===== src/rtl/core/sbmq_pkg.sv =====
package sbmq_pkg;

	localparam int DEPTH_DEF = 16;

	localparam int CAP_W  = 5;
	localparam int ACT_W  = 3;
	localparam int WORD_W = 32;
	localparam int POS_W  = 4;
	localparam int SLOT_W = 4;
	localparam int FILL_W = 5;

	localparam logic [CAP_W-1:0] CAP_RESET = 5'd16;

	localparam logic [ACT_W-1:0] ACT_INSERT = 3'd0;
	localparam logic [ACT_W-1:0] ACT_REMOVE = 3'd1;
	localparam logic [ACT_W-1:0] ACT_FIND   = 3'd2;
	localparam logic [ACT_W-1:0] ACT_CLEAR  = 3'd3;
	localparam logic [ACT_W-1:0] ACT_READ   = 3'd4;

	typedef logic [WORD_W-1:0] word_t;
	typedef logic [ACT_W-1:0]  action_t;

endpackage


===== src/rtl/core/sbmq_if.sv =====
interface sbmq_req_if;
	logic                          valid;
	logic                          ready;
	sbmq_pkg::action_t             action;
	sbmq_pkg::word_t               ident;
	sbmq_pkg::word_t               payload;
	logic [sbmq_pkg::POS_W-1:0]    position;

	modport source (output valid, action, ident, payload, position, input ready);
	modport sink   (input valid, action, ident, payload, position, output ready);
endinterface

interface sbmq_rsp_if;
	logic                          valid;
	logic                          ready;
	logic [sbmq_pkg::SLOT_W-1:0]   slot;
	logic                          ok;
	logic                          dropped;
	sbmq_pkg::word_t               entry_ident;
	sbmq_pkg::word_t               entry_payload;
	logic [sbmq_pkg::FILL_W-1:0]   fill;

	modport source (output valid, slot, ok, dropped, entry_ident, entry_payload, fill,
		input ready);
	modport sink   (input valid, slot, ok, dropped, entry_ident, entry_payload, fill,
		output ready);
endinterface


===== src/rtl/core/sorted_bounded_message_queue_unit.sv =====
// Channel   Dir  Handshake       Contents
// req       in   valid/ready     action, ident, payload, position
// rsp       out  valid/ready     slot, ok, dropped, entry_ident, entry_payload, fill
// cfg       in   cfg_we only     cfg_wdata = capacity
//
// One request at a time; the key/data RAM (one write, one registered read port) is
// walked one entry per cycle. Insert shifts larger keys up a slot from the tail, then
// writes the new entry; remove shifts entries above position down; find compares from
// slot 0 to a match or the fill; read fetches one entry; all then load the output register.
// arst_n clears the count, capacity (to 16, clamped to DEPTH) and handshake state.
// req is taken again once the result sits in the output register; rsp stalls hold it there.
module sorted_bounded_message_queue_unit #(
	parameter int DEPTH = sbmq_pkg::DEPTH_DEF
) (
	input  logic                        clk,
	input  logic                        arst_n,
	input  logic                        cfg_we,
	input  logic [sbmq_pkg::CAP_W-1:0]  cfg_wdata,
	sbmq_req_if.sink                    req,
	sbmq_rsp_if.source                  rsp
);

	localparam int AW = (DEPTH > 1) ? $clog2(DEPTH) : 1;
	localparam int CW = $clog2(DEPTH + 1);
	localparam int XW = (CW > sbmq_pkg::CAP_W) ? CW : sbmq_pkg::CAP_W;
	localparam int CAP_INIT_I = (DEPTH < int'(sbmq_pkg::CAP_RESET)) ? DEPTH
		: int'(sbmq_pkg::CAP_RESET);
	localparam logic [CW-1:0] CAP_INIT = CW'(CAP_INIT_I);

	typedef enum logic [6:0] {
		S_IDLE = 7'b0000001,
		S_INS  = 7'b0000010,
		S_PUT  = 7'b0000100,
		S_REM  = 7'b0001000,
		S_FIND = 7'b0010000,
		S_RDO  = 7'b0100000,
		S_DONE = 7'b1000000
	} state_t;

	state_t state_q, state_d;
	logic [CW-1:0] count_q, count_d;
	logic [CW-1:0] cap_q, cap_d;
	logic [CW-1:0] idx_q, idx_d;
	sbmq_pkg::word_t ident_q, payload_q;

	logic [sbmq_pkg::SLOT_W-1:0] res_slot_q, res_slot_d;
	logic res_ok_q, res_ok_d, res_drop_q, res_drop_d;
	sbmq_pkg::word_t res_eid_q, res_eid_d, res_epl_q, res_epl_d;

	logic out_valid_q, out_load;
	logic [sbmq_pkg::SLOT_W-1:0] out_slot_q;
	logic out_ok_q, out_drop_q;
	sbmq_pkg::word_t out_eid_q, out_epl_q;
	logic [sbmq_pkg::FILL_W-1:0] out_fill_q;

	// key/data RAM
	sbmq_pkg::word_t key_mem [DEPTH];
	sbmq_pkg::word_t data_mem [DEPTH];
	logic mem_we, rd_en;
	logic [AW-1:0] wr_addr, rd_addr;
	sbmq_pkg::word_t wr_key, wr_data, rd_key_q, rd_data_q;

	logic [XW-1:0] cap_ext;
	logic [CW-1:0] cap_new;
	logic          full;
	logic [CW-1:0] ins_n;
	logic          pos_ok;
	logic [CW-1:0] pos_c;
	logic          req_acc;

	assign req.ready = (state_q == S_IDLE);
	assign req_acc   = req.valid && req.ready;

	// capacity clamped to [1, DEPTH]
	always_comb begin
		cap_ext = XW'(cfg_wdata);
		if (cap_ext == '0) begin
			cap_new = CW'(1);
		end else if (cap_ext > XW'(DEPTH)) begin
			cap_new = CW'(DEPTH);
		end else begin
			cap_new = CW'(cap_ext);
		end
	end

	assign full   = (count_q >= cap_q);
	assign ins_n  = full ? (cap_q - CW'(1)) : count_q;
	assign pos_ok = (XW'(req.position) < XW'(count_q));
	assign pos_c  = CW'(req.position);

	always_comb begin
		state_d    = state_q;
		count_d    = count_q;
		cap_d      = cap_q;
		idx_d      = idx_q;
		res_slot_d = res_slot_q;
		res_ok_d   = res_ok_q;
		res_drop_d = res_drop_q;
		res_eid_d  = res_eid_q;
		res_epl_d  = res_epl_q;
		mem_we     = 1'b0;
		wr_addr    = AW'(idx_q);
		wr_key     = rd_key_q;
		wr_data    = rd_data_q;
		rd_en      = 1'b0;
		rd_addr    = '0;
		out_load   = 1'b0;

		if (cfg_we) begin
			cap_d = cap_new;
			if (count_q > cap_new) begin
				count_d = cap_new;
			end
		end

		unique case (state_q)
			S_IDLE: begin
				if (req.valid) begin
					res_slot_d = '0;
					res_ok_d   = 1'b0;
					res_drop_d = 1'b0;
					res_eid_d  = '0;
					res_epl_d  = '0;
					state_d    = S_DONE;
					unique case (req.action)
						sbmq_pkg::ACT_INSERT: begin
							res_drop_d = full;
							idx_d      = ins_n;
							count_d    = ins_n + CW'(1);
							if (ins_n == '0) begin
								state_d = S_PUT;
							end else begin
								rd_en   = 1'b1;
								rd_addr = AW'(ins_n - CW'(1));
								state_d = S_INS;
							end
						end
						sbmq_pkg::ACT_REMOVE: begin
							if (pos_ok) begin
								idx_d      = pos_c;
								res_slot_d = req.position;
								res_ok_d   = 1'b1;
								if ((pos_c + CW'(1)) < count_q) begin
									rd_en   = 1'b1;
									rd_addr = AW'(pos_c + CW'(1));
									state_d = S_REM;
								end else begin
									count_d = count_q - CW'(1);
								end
							end
						end
						sbmq_pkg::ACT_FIND: begin
							if (count_q != '0) begin
								idx_d   = '0;
								rd_en   = 1'b1;
								state_d = S_FIND;
							end
						end
						sbmq_pkg::ACT_CLEAR: begin
							count_d  = '0;
							res_ok_d = 1'b1;
						end
						sbmq_pkg::ACT_READ: begin
							if (pos_ok) begin
								res_slot_d = req.position;
								rd_en      = 1'b1;
								rd_addr    = AW'(pos_c);
								state_d    = S_RDO;
							end
						end
						default: ;
					endcase
				end
			end
			S_INS: begin
				// shift larger key up one, fetch the next one down
				if (rd_key_q > ident_q) begin
					mem_we = 1'b1;
					idx_d  = idx_q - CW'(1);
					if (idx_q == CW'(1)) begin
						state_d = S_PUT;
					end else begin
						rd_en   = 1'b1;
						rd_addr = AW'(idx_q - CW'(2));
					end
				end else begin
					state_d = S_PUT;
				end
			end
			S_PUT: begin
				mem_we     = 1'b1;
				wr_key     = ident_q;
				wr_data    = payload_q;
				res_slot_d = sbmq_pkg::SLOT_W'(idx_q);
				res_ok_d   = 1'b1;
				state_d    = S_DONE;
			end
			S_REM: begin
				mem_we = 1'b1;
				idx_d  = idx_q + CW'(1);
				if ((idx_q + CW'(2)) < count_q) begin
					rd_en   = 1'b1;
					rd_addr = AW'(idx_q + CW'(2));
				end else begin
					count_d = count_q - CW'(1);
					state_d = S_DONE;
				end
			end
			S_FIND: begin
				if (rd_key_q == ident_q) begin
					res_slot_d = sbmq_pkg::SLOT_W'(idx_q);
					res_ok_d   = 1'b1;
					res_eid_d  = rd_key_q;
					res_epl_d  = rd_data_q;
					state_d    = S_DONE;
				end else if ((idx_q + CW'(1)) < count_q) begin
					idx_d   = idx_q + CW'(1);
					rd_en   = 1'b1;
					rd_addr = AW'(idx_q + CW'(1));
				end else begin
					state_d = S_DONE;
				end
			end
			S_RDO: begin
				res_ok_d  = 1'b1;
				res_eid_d = rd_key_q;
				res_epl_d = rd_data_q;
				state_d   = S_DONE;
			end
			S_DONE: begin
				if (!out_valid_q || rsp.ready) begin
					out_load = 1'b1;
					state_d  = S_IDLE;
				end
			end
			default: state_d = S_IDLE;
		endcase
	end

	always_ff @(posedge clk or negedge arst_n) begin
		if (!arst_n) begin
			state_q     <= S_IDLE;
			count_q     <= '0;
			cap_q       <= CAP_INIT;
			out_valid_q <= 1'b0;
		end else begin
			state_q <= state_d;
			count_q <= count_d;
			cap_q   <= cap_d;
			if (out_load) begin
				out_valid_q <= 1'b1;
			end else if (rsp.ready) begin
				out_valid_q <= 1'b0;
			end
		end
	end

	always_ff @(posedge clk) begin
		idx_q      <= idx_d;
		res_slot_q <= res_slot_d;
		res_ok_q   <= res_ok_d;
		res_drop_q <= res_drop_d;
		res_eid_q  <= res_eid_d;
		res_epl_q  <= res_epl_d;
		if (req_acc) begin
			ident_q   <= req.ident;
			payload_q <= req.payload;
		end
		if (out_load) begin
			out_slot_q <= res_slot_q;
			out_ok_q   <= res_ok_q;
			out_drop_q <= res_drop_q;
			out_eid_q  <= res_eid_q;
			out_epl_q  <= res_epl_q;
			out_fill_q <= sbmq_pkg::FILL_W'(count_q);
		end
	end

	always_ff @(posedge clk) begin
		if (mem_we) begin
			key_mem[wr_addr]  <= wr_key;
			data_mem[wr_addr] <= wr_data;
		end
		if (rd_en) begin
			rd_key_q  <= key_mem[rd_addr];
			rd_data_q <= data_mem[rd_addr];
		end
	end

	assign rsp.valid         = out_valid_q;
	assign rsp.slot          = out_slot_q;
	assign rsp.ok            = out_ok_q;
	assign rsp.dropped       = out_drop_q;
	assign rsp.entry_ident   = out_eid_q;
	assign rsp.entry_payload = out_epl_q;
	assign rsp.fill          = out_fill_q;

`ifndef SYNTHESIS
	a_count_le_cap: assert property (@(posedge clk) disable iff (!arst_n)
		count_q <= cap_q)
		else $error("entry count above capacity");

	a_idle_no_write: assert property (@(posedge clk) disable iff (!arst_n)
		(state_q == S_IDLE) |-> !mem_we)
		else $error("RAM write while idle");

	a_clear_empties: assert property (@(posedge clk) disable iff (!arst_n)
		(req_acc && (req.action == sbmq_pkg::ACT_CLEAR)) |=> (count_q == '0))
		else $error("clear left entries");

	a_drop_is_ok: assert property (@(posedge clk) disable iff (!arst_n)
		(out_load && res_drop_q) |-> res_ok_q)
		else $error("dropped result without ok");

	a_find_in_range: assert property (@(posedge clk) disable iff (!arst_n)
		(state_q == S_FIND) |-> (idx_q < count_q))
		else $error("find walked past fill");
`endif

endmodule


===== src/flat_wrapper.sv =====
// flat-port wrapper written by rule: the top's interface ports become plain ports
module sorted_bounded_message_queue_unit_flat 
#(
	parameter int DEPTH = sbmq_pkg::DEPTH_DEF
)
  (clk, arst_n, cfg_we, cfg_wdata, req_valid, req_action, req_ident, req_payload, req_position, req_ready, rsp_valid, rsp_slot, rsp_ok, rsp_dropped, rsp_entry_ident, rsp_entry_payload, rsp_fill, rsp_ready);
  sbmq_req_if req_i ();
  sbmq_rsp_if rsp_i ();
  input  logic clk;
  input  logic arst_n;
  input  logic cfg_we;
  input  logic [sbmq_pkg::CAP_W-1:0] cfg_wdata;
  input wire logic [$bits(req_i.valid)-1:0] req_valid;
  input wire logic [$bits(req_i.action)-1:0] req_action;
  input wire logic [$bits(req_i.ident)-1:0] req_ident;
  input wire logic [$bits(req_i.payload)-1:0] req_payload;
  input wire logic [$bits(req_i.position)-1:0] req_position;
  output wire logic [$bits(req_i.ready)-1:0] req_ready;
  output wire logic [$bits(rsp_i.valid)-1:0] rsp_valid;
  output wire logic [$bits(rsp_i.slot)-1:0] rsp_slot;
  output wire logic [$bits(rsp_i.ok)-1:0] rsp_ok;
  output wire logic [$bits(rsp_i.dropped)-1:0] rsp_dropped;
  output wire logic [$bits(rsp_i.entry_ident)-1:0] rsp_entry_ident;
  output wire logic [$bits(rsp_i.entry_payload)-1:0] rsp_entry_payload;
  output wire logic [$bits(rsp_i.fill)-1:0] rsp_fill;
  input wire logic [$bits(rsp_i.ready)-1:0] rsp_ready;
  assign req_i.valid = req_valid;
  assign req_i.action = req_action;
  assign req_i.ident = req_ident;
  assign req_i.payload = req_payload;
  assign req_i.position = req_position;
  assign req_ready = req_i.ready;
  assign rsp_valid = rsp_i.valid;
  assign rsp_slot = rsp_i.slot;
  assign rsp_ok = rsp_i.ok;
  assign rsp_dropped = rsp_i.dropped;
  assign rsp_entry_ident = rsp_i.entry_ident;
  assign rsp_entry_payload = rsp_i.entry_payload;
  assign rsp_fill = rsp_i.fill;
  assign rsp_i.ready = rsp_ready;
  sorted_bounded_message_queue_unit #(.DEPTH(DEPTH)) u_core (.clk(clk), .arst_n(arst_n), .cfg_we(cfg_we), .cfg_wdata(cfg_wdata), .req(req_i), .rsp(rsp_i));
endmodule

===== config.mk =====
export PLATFORM = sky130hd
export DESIGN_NAME = sorted_bounded_message_queue_unit_flat
export DESIGN_NICKNAME = d
export VERILOG_FILES = /design/src/rtl/core/sbmq_pkg.sv /design/src/rtl/core/sbmq_if.sv /design/src/rtl/core/sorted_bounded_message_queue_unit.sv /design/src/flat_wrapper.sv
export SDC_FILE = /design/constraint.sdc
export NUM_CORES = 2
export LEC_CHECK = 0
export BUFFER_PORTS_ARGS = -buffer_cell sky130_fd_sc_hd__buf_2
export CORE_MARGIN = 2
export CORE_UTILIZATION = 56
export CTS_CLUSTER_SIZE = 25
export DETAILED_ROUTE_END_ITERATION = 10
export GPL_TIMING_DRIVEN = 0
export PLACE_DENSITY_LB_ADDON = 0.2
export SLEW_MARGIN = 20
export SYNTH_ARGS = -nofsm -noshare
export SYNTH_HDL_FRONTEND = slang
export SYNTH_SLANG_ARGS = --single-unit

===== constraint.sdc =====
create_clock -name clk -period 7.28 [get_ports clk]
set_input_delay 0.728 -clock clk [delete_from_list [all_inputs] [get_ports clk]]
set_output_delay 0.728 -clock clk [all_outputs]
set_load 0.02 [all_outputs]

==> flow_metrics.py <==
metrics = {
    "placed_design": {
        "postPlaceCellArea_sq_um": 57500,
        "place_inst": 4870,
        "place_ws_ns": 1.51,
        "dp_hpwl_microns": 102000,
        "port_buffers": 156,
        "place_congestion": 0.905,
    },
    "worst_setup_path": {
        "cp-startpoint": "u_core.rd_key_q[15]",
        "path_depth": 13,
        "r2r-start": "u_core.rd_key_q[15]",
        "critPathLaunchType": "flop",
        "path_class": "flop to flop",
        "arrival_ns": 6.60,
        "r2r-end": "u_core.rd_key_q[5]",
        "worst_ep_required_time_ns": 7.71,
        "path_buf_inv": 3,
        "end_kind": "flop",
        "crit_path_end": "u_core.rd_key_q[5]",
        "path_max_fanout": 10,
        "r2r_cells": 13,
        "crit_path_cell_trace": "ha_1 > nand4_1 > nor4_1 > and2_2 > a21oi_1 > o21ai_2 > o221ai_1 > a21oi_1 > buf_4 > buf_2 > buf_2 > nand4_1 > o21ai_1",
        "r2r_slack_ns": 1.11,
        "max_stage_delay_ns": 0.76,
        "crit_family": "compound AO/OA/AOI/OAI gates",
        "critPathSlowestCell": "a21oi_1",
    },
    "logic_synthesis": {
        "ys_warn_count": 0,
        "syn_area_sq_um": 53200,
        "async_reset_ff_share_pct": 1.36,
        "yosysTopAreaCellShare_pct": 73.6,
        "syn_avg_cell_area_sq_um": 15.9,
        "synth.distinct_cells": 78,
        "synth_edf_count": 1302,
        "ys_seq_area_share_pct": 74.4,
        "ys_seq_elements": 1320,
        "yosys-top-cells-area": "edfxtp_1 74%, mux2i_1 5.2%, nand2_1 1.9%, o21ai_0 1.9%, nand3_1 1.9%",
        "syn-num-nets": 3490,
        "synth_cells": 3338,
        "yosys.area.top_type": "edfxtp_1",
        "synth_ff_type": "edfxtp_1",
    },
    "grt": {
        "met3_usage_pct": 8.03,
        "grt_pass1_vias": 32200,
        "grt_use_total_pct": 31.1,
        "grt_overflow": 0,
        "grt_max_degree": 38,
        "grt_pass1_wl_microns": 218000,
        "gr-usage-met2_pct": 47.7,
        "antenna_found_initial": 4,
        "top_usage_layer": "met2",
        "met1_usage_pct": 42.4,
    },
    "route": {
        "vias_per_cell": 6.47,
        "first_iter_violations": 4778,
        "drc": 0,
        "postRouteAntennaNets": 0,
        "num_vias": 33100,
        "drt_first_pass_iters": 9,
        "wl_per_cell_microns": 29.7,
        "wl_microns": 152000,
    },
    "finish": {
        "fin_util_pct": 65.4,
        "diodes": 0,
        "fill_cells": 6510,
        "design_area_sq_um": 61800,
        "drive_above_1_share_pct": 16.8,
        "fin_cells": 5115,
        "final_nets": 3897,
        "syn_to_final_growth_pct": 16.3,
    },
    "clocking": {
        "cts_tree": "built",
        "h-tree-depth": 4,
        "post_cts_resized": 0,
        "cts_root_buf": "clkbuf_16",
        "post_cts_buffers": 0,
        "path_clk_slew_ns": 0.06,
        "clk-insertion-delay-late_ns": 0.75,
        "clockBufferDepth": 3,
        "ctsHoldBuffers": 1,
        "cts_sinks": 1320,
        "cts_buffers": 136,
    },
    "die": {
        "die_w_microns": 312,
        "core_sq_um": 94600,
        "start_util_pct": 56.2,
        "die_area_sq_um": 97400,
        "row_count": 113,
        "io_pins": 158,
        "die_y_microns": 312,
    },
    "sta": {
        "drv_slew": 0,
        "timing.fmax_ghz": 0.162,
        "clock_skew_ns": 0.0345,
        "finalSetupTns_ns": 0,
        "whs_ns": 0.154,
        "fin_crit_ns": 6.17,
        "hold_violations": 0,
        "rsz0062_at_grt": "false",
        "finalSetupViolCount": 0,
        "worst_slack_ns": 1.11,
        "maxSlewHeadroom_pct": 14.2,
        "finalCritPeriodShare_pct": 84.7,
        "worstMarginPinSlew_ns": 1.28,
    },
    "power": {
        "power_density_nw_per_um2": 323,
        "p_total_mw": 20.0,
        "vdd_ir_drop_max_mv": 0.219,
        "power.leakage_nw": 22.1,
    },
    "min_path": {
        "min_path_type": "input pin to flop",
    },
    "run": {
        "maxCapViolations": 0,
    },
    "run_status": {
        "status": "finished, final reports clean",
    },
}
worst register-to-register path: stages (launching register included):
cell	delay, ns
edfxtp_1	0.62
ha_1	0.44
nand4_1	0.23
nor4_1	0.63
and2_2	0.45
a21oi_1	0.26
o21ai_2	0.39
o221ai_1	0.21
a21oi_1	0.76
buf_4	0.44
buf_2	0.40
buf_2	0.39
nand4_1	0.18
o21ai_1	0.46
power breakdown:
| part | internal [mW] | leakage, nW | switching, mW |
|---|---|---|---|
| registers | 9.15 | 12.0 | 0.199 |
| logic | 1.24 | 7.92 | 2.61 |
| clock network | 3.89 | 2.10 | 2.89 |
| total | 14.3 | 22.1 | 5.70 |
layout make-up:
cell class | count | area (sq um) | share of cell area, %
tap | 1265 | 1580 | 2.56
inverter | 60 | 228 | 0.368
buffer | 217 | 1130 | 1.83
timing repair buffer | 269 | 2590 | 4.19
sequential | 1320 | 39600 | 64.0
multi-input combinational | 1741 | 12400 | 20.1
clock inverter | 75 | 648 | 1.05
clock buffer | 168 | 3650 | 5.91
how the worst min path moves through the flow:
stage | from | end | slack (ns) | cells after the start
6_report | req_payload[25] | u_core.payload_q[25] | 0.15 | 1
5_1_grt | req_payload[26] | u_core.payload_q[26] | 0.13 | 1
4_1_cts | req_payload[25] | u_core.payload_q[25] | 0.11 | 1
3_5_place_dp | u_core.res_eid_q[26] | u_core.rsp.entry_ident[26] | 0.40 | 0
3_3_place_gp | u_core.res_slot_q[2] | u_core.rsp.slot[2] | 0.40 | 0
2_1_floorplan | u_core.res_drop_q | u_core.rsp.dropped | 0.40 | 0
kinds of logic after synthesis:
| kind of cell | after synthesis | share of synthesized area [%] |
|---|---|---|
| AOI/OAI and AO/OA | 641 | 8.75 |
| xor gates and xnor gates | 22 | 0.363 |
| adders and majority gates | 71 | 1.67 |
| buffers and inverters | 277 | 2.52 |
| DFF | 1320 | 74.4 |
| muxes | 313 | 5.98 |
| and+or+nand+nor | 694 | 6.30 |
synth_stat cells, drive strengths merged, types with 7 or more instances:
library cell	n
a221oi	58
and2	7
nand2b	7
a311oi	38
a221o	38
clkbuf	125
buf	92
inv	60
xor2	9
edfxtp	1302
o211ai	11
ha	71
nor2b	70
nand3	198
mux2i	278
a21o	10
nor2	51
a22o	31
a31oi	10
a32oi	93
nand4	50
xnor2	13
o21ai	248
a21oi	37
mux2	35
a32o	38
nor3	15
nand2	273
dfrtp	16
routing by layer:
layer / share of wire (%) / vias up / routed length, microns
li1: - / 14100 / -
met1: 38 / 16600 / 58300
met2: 45 / 2083 / 69000
met3: 12 / 320 / 17900
met4: 4.4 / 4 / 6680
met5: 0.015 / - / 23
cell usage in the layout (no fill, tap or decap), types with 50 or more instances in the layout:
| cell | n |
|---|---|
| edfxtp_1 | 1302 |
| mux2i_1 | 278 |
| nand2_1 | 272 |
| buf_2 | 206 |
| nand3_1 | 198 |
| o21ai_0 | 172 |
| clkbuf_16 | 142 |
| clkbuf_1 | 138 |
| a32oi_1 | 93 |
| ha_1 | 71 |
| nor2b_1 | 69 |
| o21ai_1 | 64 |
| inv_1 | 58 |
| a221oi_1 | 58 |
| buf_4 | 51 |
| nand4_1 | 50 |
flip-flops by register name, indices dropped and copies added (netlist names), 5 cells and up:
register	cells
u_core.data_mem	512
u_core.idx_q	5
u_core.res_epl_q	32
u_core.rd_data_q	32
u_core.rsp.entry_payload	32
u_core.rd_key_q	32
u_core.rsp.fill	5
u_core.state_q	7
u_core.count_q	5
u_core.rsp.entry_ident	32
u_core.ident_q	32
u_core.payload_q	32
u_core.cap_q	5
u_core.key_mem	512
u_core.res_eid_q	32
No activity file was read; power rests on OpenSTA's default activity.
